## config.mk

```make
export PLATFORM = sky130hd
export DESIGN_NAME = lzfbd_ctrl
export DESIGN_NICKNAME = d
export VERILOG_FILES = /design/src/lzfbd_pkg.sv /design/src/lzfbd_ctrl.sv
export SDC_FILE = /design/constraint.sdc
export NUM_CORES = 1
export LEC_CHECK = 0
export BUFFER_PORTS_ARGS = -buffer_cell sky130_fd_sc_hd__buf_2
export CELL_PAD_IN_SITES_DETAIL_PLACEMENT = 1
export CELL_PAD_IN_SITES_GLOBAL_PLACEMENT = 2
export CORE_MARGIN = 4
export CORE_UTILIZATION = 19
export DETAILED_ROUTE_END_ITERATION = 10
export PLACE_DENSITY = 0.74
export SETUP_SLACK_MARGIN = 0.02
export SYNTH_ARGS = -nofsm -noshare
export SYNTH_HDL_FRONTEND = slang
export SYNTH_SLANG_ARGS = --single-unit
```

## constraint.sdc

```tcl
create_clock -name aclk -period 1.55 [get_ports aclk]
set_input_delay 0 -clock aclk [delete_from_list [all_inputs] [get_ports aclk]]
set_output_delay 0 -clock aclk [all_outputs]
set_load 0.01 [all_outputs]
```

## src/lzfbd_pkg.sv

```systemverilog
// Shared types and constants for the LZSS flag-byte decompressor.
// Used by the controller, the datapath and the top level; no dependencies.
package lzfbd_pkg;

    // Field and store widths.
    localparam int WIN_AW    = 12;   // history window address bits (4096 bytes)
    localparam int SIZE_W    = 24;   // byte counter and raw size width
    localparam int COUNT_W   = 5;    // match length, at most 18
    localparam int MIN_MATCH = 3;

    // Register map of the APB port.
    localparam int          PADDR_W      = 2;
    localparam logic [1:0]  REG_RAW_SIZE = 2'd0;
    localparam logic [23:0] RAW_SIZE_RST = 24'd1;

    // Result error codes.
    localparam logic [1:0] ERR_NONE = 2'd0;
    localparam logic [1:0] ERR_DIST = 2'd1;
    localparam logic [1:0] ERR_SIZE = 2'd2;

    // Controller states.
    typedef enum logic [2:0] {
        ST_IDLE,
        ST_DECODE,
        ST_PUT,
        ST_READ,
        ST_EMIT
    } state_t;

    // What the byte held in the datapath asks for.
    typedef enum logic [2:0] {
        KIND_NONE,
        KIND_LIT,
        KIND_ERR_DIST,
        KIND_ERR_SIZE,
        KIND_MATCH
    } kind_t;

    // Commands from the controller to the datapath.
    typedef struct packed {
        logic latch_in;
        logic decode;
        logic put_single;
        logic rd_issue;
        logic emit;
    } ctrl_cmd_t;

    // Status from the datapath to the controller.
    typedef struct packed {
        kind_t kind;
        logic  copy_last;
        logic  out_free;
        logic  halted;
    } dp_status_t;

endpackage

```

## src/lzfbd_ctrl.sv

```systemverilog
// Controller state machine of the LZSS flag-byte decompressor.
// Depends on lzfbd_pkg; drives the datapath with commands only.
module lzfbd_ctrl import lzfbd_pkg::*; (
    input  logic       aclk,
    input  logic       aresetn,
    input  logic       s_valid,
    output logic       s_ready,
    input  dp_status_t status,
    output ctrl_cmd_t  cmd
);

    state_t state_reg, state_next;

    // State register.
    always_ff @(posedge aclk) begin
        if (!aresetn) begin
            state_reg <= ST_IDLE;
        end else begin
            state_reg <= state_next;
        end
    end

    // Next state and commands.
    always_comb begin
        state_next = state_reg;
        cmd        = '0;
        s_ready    = 1'b0;
        case (state_reg)
            ST_IDLE: begin
                s_ready = 1'b1;
                if (s_valid) begin
                    cmd.latch_in = 1'b1;
                    state_next   = ST_DECODE;
                end
            end
            ST_DECODE: begin
                cmd.decode = 1'b1;
                case (status.kind)
                    KIND_LIT, KIND_ERR_DIST, KIND_ERR_SIZE: state_next = ST_PUT;
                    KIND_MATCH:                             state_next = ST_READ;
                    default:                                state_next = ST_IDLE;
                endcase
            end
            ST_PUT: begin
                // A literal or an error result waits for a free output register.
                if (status.out_free) begin
                    cmd.put_single = 1'b1;
                    state_next     = ST_IDLE;
                end
            end
            ST_READ: begin
                cmd.rd_issue = 1'b1;
                state_next   = ST_EMIT;
            end
            ST_EMIT: begin
                if (status.out_free) begin
                    cmd.emit   = 1'b1;
                    state_next = status.copy_last ? ST_IDLE : ST_READ;
                end
            end
            default: begin
                state_next = ST_IDLE;
            end
        endcase
    end

endmodule

```

## Word-level counts from Yosys, hierarchy flattened

Cells that the tools add are included.

- Word-level logic and storage cells: 29
- Bits of input ports: 9
- Output and inout port bits: 6
- Flip-flop bits (word level): 3

- Mux-type cells: 14
- Equal/unequal tests: 11
- Reduce and logical (&&, ||, !) cells: 3

Operators with widths:

| kind | number |
|---|---|
| 3-bit case mux with 5 select lines | 1 |
| 3-bit by 2-bit equality test with 1-bit output (second input constant) | 4 |
| 3-bit 2-to-1 mux | 3 |
| 1-bit 2-to-1 mux | 8 |
| 3-bit by 1-bit equality test with 1-bit output (second input constant) | 2 |
| 3-bit equality test (second input constant) | 2 |
| 2-bit inequality test (second input constant) | 3 |
| 2-bit case mux with 2 select lines | 1 |
| 3-bit logical NOT | 1 |
| 3-bit AND reduction | 1 |
| 3-bit OR reduction | 1 |
| 2-bit 2-to-1 mux | 1 |

## Longest topological paths before layout

- Word-level depth: 4
- Depth in mapped cells: 4
- Gate-level depth less buffers: 3

## Worst setup path after synthesis

Ideal clock, no wire load.

- Path kind: register to register
- Start point: register state_reg[0]
- End point: register state_reg[1]
- Buffers on the path: 1
- Library setup time: 0.060 ns
- Cell stages (with the launch flop): 5
- Clock period less this slack: 1.221 ns
- Data required time: 1.490 ns
- Slack: 0.329 ns
- Data arrival time: 1.161 ns
- Path through: dfxtp_1 > buf_4 > nor3b_1 > a21boi_1 > o221a_1

- Longest elaborated chain between the ends: 3
- Elaborated cells on any way between the ends: 10
- Classes of those cells: eq/ne: 7; mux: 1; reduce/logical: 2

RTL lines:

| what | line | source |
|---|---|---|
| start, declared | lzfbd_ctrl.sv:12 | `state_t state_reg, state_next;` |
| start signal, assigned | lzfbd_ctrl.sv:19 | `state_reg <= state_next;` |
| 3-bit by 2-bit equality test with 1-bit output, or another cell as far along | lzfbd_ctrl.sv:28 | `case (state_reg)` |
| 2-bit inequality test (no source line) | n/a |  |
| 3-bit AND reduction (no source line) | n/a |  |

Several ways; a longest one is shown, not always the timed one.
A chain may end at the register's enable or synchronous reset.

## Worst setup path in the final report

- Start point: register state_reg[2]
- End point: register state_reg[1]

The elaborated chain is that of the path after synthesis.

==> implementation parameters <==
Parameter                              Value

Logic synthesis
  Number of cells produced by synthesis ... 31
  Share of Yosys cell area claimed by the top area cell type ... 24.2%
  Portion of the post-synthesis area used by sequential elements ... 24.2%
  Synth async-reset ratio ... 0%
  Post-synthesis net count ... 40
  Most numerous cell in the Yosys netlist ... sky130_fd_sc_hd__nor3_1
  Yosys warnings ... 0
  Area of the mapped netlist ... 248 sq um
  Top cells by count, synth ... 5 x sky130_fd_sc_hd__nor3_1, 4 x sky130_fd_sc_hd__a21oi_1, 3 x sky130_fd_sc_hd__dfxtp_1, 3 x sky130_fd_sc_hd__or3b_1
  Avg Inst Size Synth ... 7.99 sq um
  Most used flip-flop cell after synthesis ... sky130_fd_sc_hd__dfxtp_1
  Number of synthesized flops with an enable pin ... 0
  Post-synthesis sequential element count ... 3
  Library cells used by synthesis ... 17
  Area contributors post-synth ... sky130_fd_sc_hd__dfxtp_1 24%, sky130_fd_sc_hd__or3b_1 11%, sky130_fd_sc_hd__nor3_1 10%
  Cell type with the highest aggregate area in the netlist ... sky130_fd_sc_hd__dfxtp_1

Clocking
  CTS root buf ... sky130_fd_sc_hd__clkbuf_4
  Number of buffers inserted during clock tree synthesis ... 3
  Clk sink count ... 3
  TritonCTS clock tree ... built
  CTS clock-pin slew for the worst setup and hold paths ... 0.04 ns
  CTS max path bufs ... 2
  Clk_lat worst skew ... 0.24 ns
  CTS H-Tree Depth ... 1

Power and ir drop
  Worst vdd ir ... 0.284 mV
  Net switching power figure ... 0.0880 mW
  Sequential share of power ... 30.4%
  Sw Ratio ... 29.5%
  Pwr per Cell Area ... 858 mW/mm^2
  Leakage component of the power ... 0.149 nW
  Comb pwr share ... 20.1%
  Total internal power ... 0.210 mW
  Fraction of power consumed by the clock network ... 49.5%

STA
  Post-layout min period ... 1.29 ns
  Peak Freq ... 778 MHz
  Worst Hold Slack ... 0.127 ns
  Final setup vio count ... 0
  Max-slew headroom at the worst pin ... 75.6%
  Final worst clock skew ... 0.00193 ns
  Final period util ... 82.9%
  Pins over their slew limit ... 0
  Final sum of negative setup slack ... 0 ns
  Unrepaired setup endpoints after global routing ... no
  Count of endpoints failing hold in the final timing report ... 0
  Measured slew at the worst slew-check pin ... 0.365 ns

Floorplanning
  Effective utilization at floorplan ... 21.2%
  Chip Height ... 44.1 um
  Placeable Area ... 0.00117 sq mm
  Total die area ... 0.00195 sq mm
  I/O Pins ... 15
  Die Span X ... 44.1 um
  FP Rows ... 12

Drt
  Vias ... 283
  Detailed Routing Iterations Pass 1 ... 3
  Final wirelength ... 723 um
  Average via count per standard cell ... 4.64
  Detailed Route Iter0 Violations ... 2
  Routed wire length per instance ... 11.9 um
  Drc violations ... 0
  Antenna-violating nets left ... 0

Place
  Placed Instance Area ... 312 sq um
  Port Buffer Count ... 13
  HPWL reported at the end of detailed placement ... 537 um
  Final RePlAce weighted congestion ... 0.797

Worst setup path
  Highest net fanout along the worst path ... 12
  End of the worst register-to-register path ... state_reg[1]
  Startpoint of the lowest-slack register-to-register path ... state_reg[2]
  Endpoint type of the worst setup path ... register
  Critical Setup Path Class ... register to register
  Arrival time at the worst endpoint ... 1.47 ns
  Crit path launch type ... register
  Required time at the endpoint of the critical path ... 1.73 ns
  Flop2flop setup slack ... 0.26 ns
  Depth of the most critical reg-to-reg path ... 3

Min path
  Hold crit path type ... input pin to register
  Worst min-delay path startpoint ... status[1]
  Worst Hold Path Cells ... 3
  Worst Hold Path EP ... state_reg[2]

GRT
  Combined global-route utilization of all metal layers ... 8.46%
  Number of global-route vias before repair ... 279
  Leftover overflow at the end of global routing ... 0
  Number of antenna violations at the first check in global routing ... 0
  Maximum number of pins on one net before global-route repair ... 13
  Wire length of the first global-routing pass ... 1210 um

Flow run
  Total of max-cap violations ... 0

Layout
  Share of final-layout standard cells stronger than drive strength 1 ... 34.0%
  Area Growth Syn to Fin ... 40.4%
  Number of antenna cells inserted ... 0
  Final net count ... 57
  Max FFs per register ... 3
  Finished Cell Area ... 348 sq um

Outcome
  Run status ... finished clean
-- worst max-delay path by stage --
| stage | start | slack, ns | to | cells past startpoint |
|---|---|---|---|---|
| after floorplan | state_reg[0] | 0.33 | state_reg[1] | 4 |
| after global placement | state_reg[2] | 0.29 | state_reg[1] | 3 |
| after detailed placement | state_reg[2] | 0.27 | state_reg[1] | 3 |
| after CTS | state_reg[2] | 0.27 | state_reg[1] | 3 |
| after global routing | state_reg[1] | 0.17 | cmd[1] | 3 |
| final | state_reg[2] | 0.26 | state_reg[1] | 3 |
-- layout by cell type, fill, tap and decap left out, drive strengths merged, types with 2 or more instances in the layout --
| cell type | netlist | layout |
|---|---|---|
| clkbuf | 0 | 4 |
| or3b | 3 | 3 |
| buf | 2 | 13 |
| nor3b | 2 | 2 |
| a21oi | 4 | 4 |
| dfxtp | 3 | 3 |
| nor3 | 5 | 5 |
| nand2b | 2 | 2 |
| a21boi | 2 | 2 |
| nor2 | 2 | 2 |
-- logic make-up after synthesis --
group / share of synthesized area (%)
and+or+nand+nor: 37.4
AOI/OAI and AO/OA: 29.3
DFF: 24.2
buffers and inverters: 9.09
-- layer usage --
layer  GRT usage [%]  routed length [um]
met5               0                   0
met4            7.23                  23
met3            1.63                  36
met1            10.4                 329
met2            12.5                 334
-- worst max-delay path, stage by stage (launching register included) --
cell and delay [ns]:
sky130_fd_sc_hd__dfxtp_1 0.53, sky130_fd_sc_hd__or3b_1 0.38, sky130_fd_sc_hd__a21oi_1 0.13, sky130_fd_sc_hd__o221a_1 0.19
-- metrics by stage --
| stage | std cells | worst slack (ns) | power (mW) | utilization, % |
|---|---|---|---|---|
| after detailed placement | 56 | 0.274 | 0.151 | 26.6 |
| after global routing | 61 | 0.170 | 0.323 | 29.7 |
| after global placement | 56 | 0.287 | 0.149 | 26.6 |
| final | 61 | 0.265 | 0.298 | 29.7 |
| after CTS | 61 | 0.268 | 0.308 | 29.7 |
| after floorplan | 31 | 0.329 | 0.127 | - |
-- what timing repair did --
item | in CTS | in global routing
gates resized for setup | 0 | 0
setup endpoints to repair | 0 | 0
setup buffers | 0 | 0
hold buffers | 1 | 0
hold endpoints to repair | 1 | 0
-- power by group through the flow --
stage | clock, mW | sequential [mW] | combinational (mW)
final | 0.148 | 0.0906 | 0.0600
after global routing | 0.163 | 0.0924 | 0.0677
after CTS | 0.156 | 0.0908 | 0.0610
after detailed placement | 0 | 0.0923 | 0.0587
after global placement | 0 | 0.0920 | 0.0571
after floorplan | 0 | 0.0849 | 0.0421
-- area by class of cell --
cell class | count | area [sq um]
fill | 163 | 823
multi-input combinational | 25 | 165
timing repair buffer | 14 | 75.1
sequential | 3 | 60.1
clock buffer | 4 | 26.3
tap | 14 | 17.5
inverter | 1 | 3.75
Power figures use the tool's default switching activity.
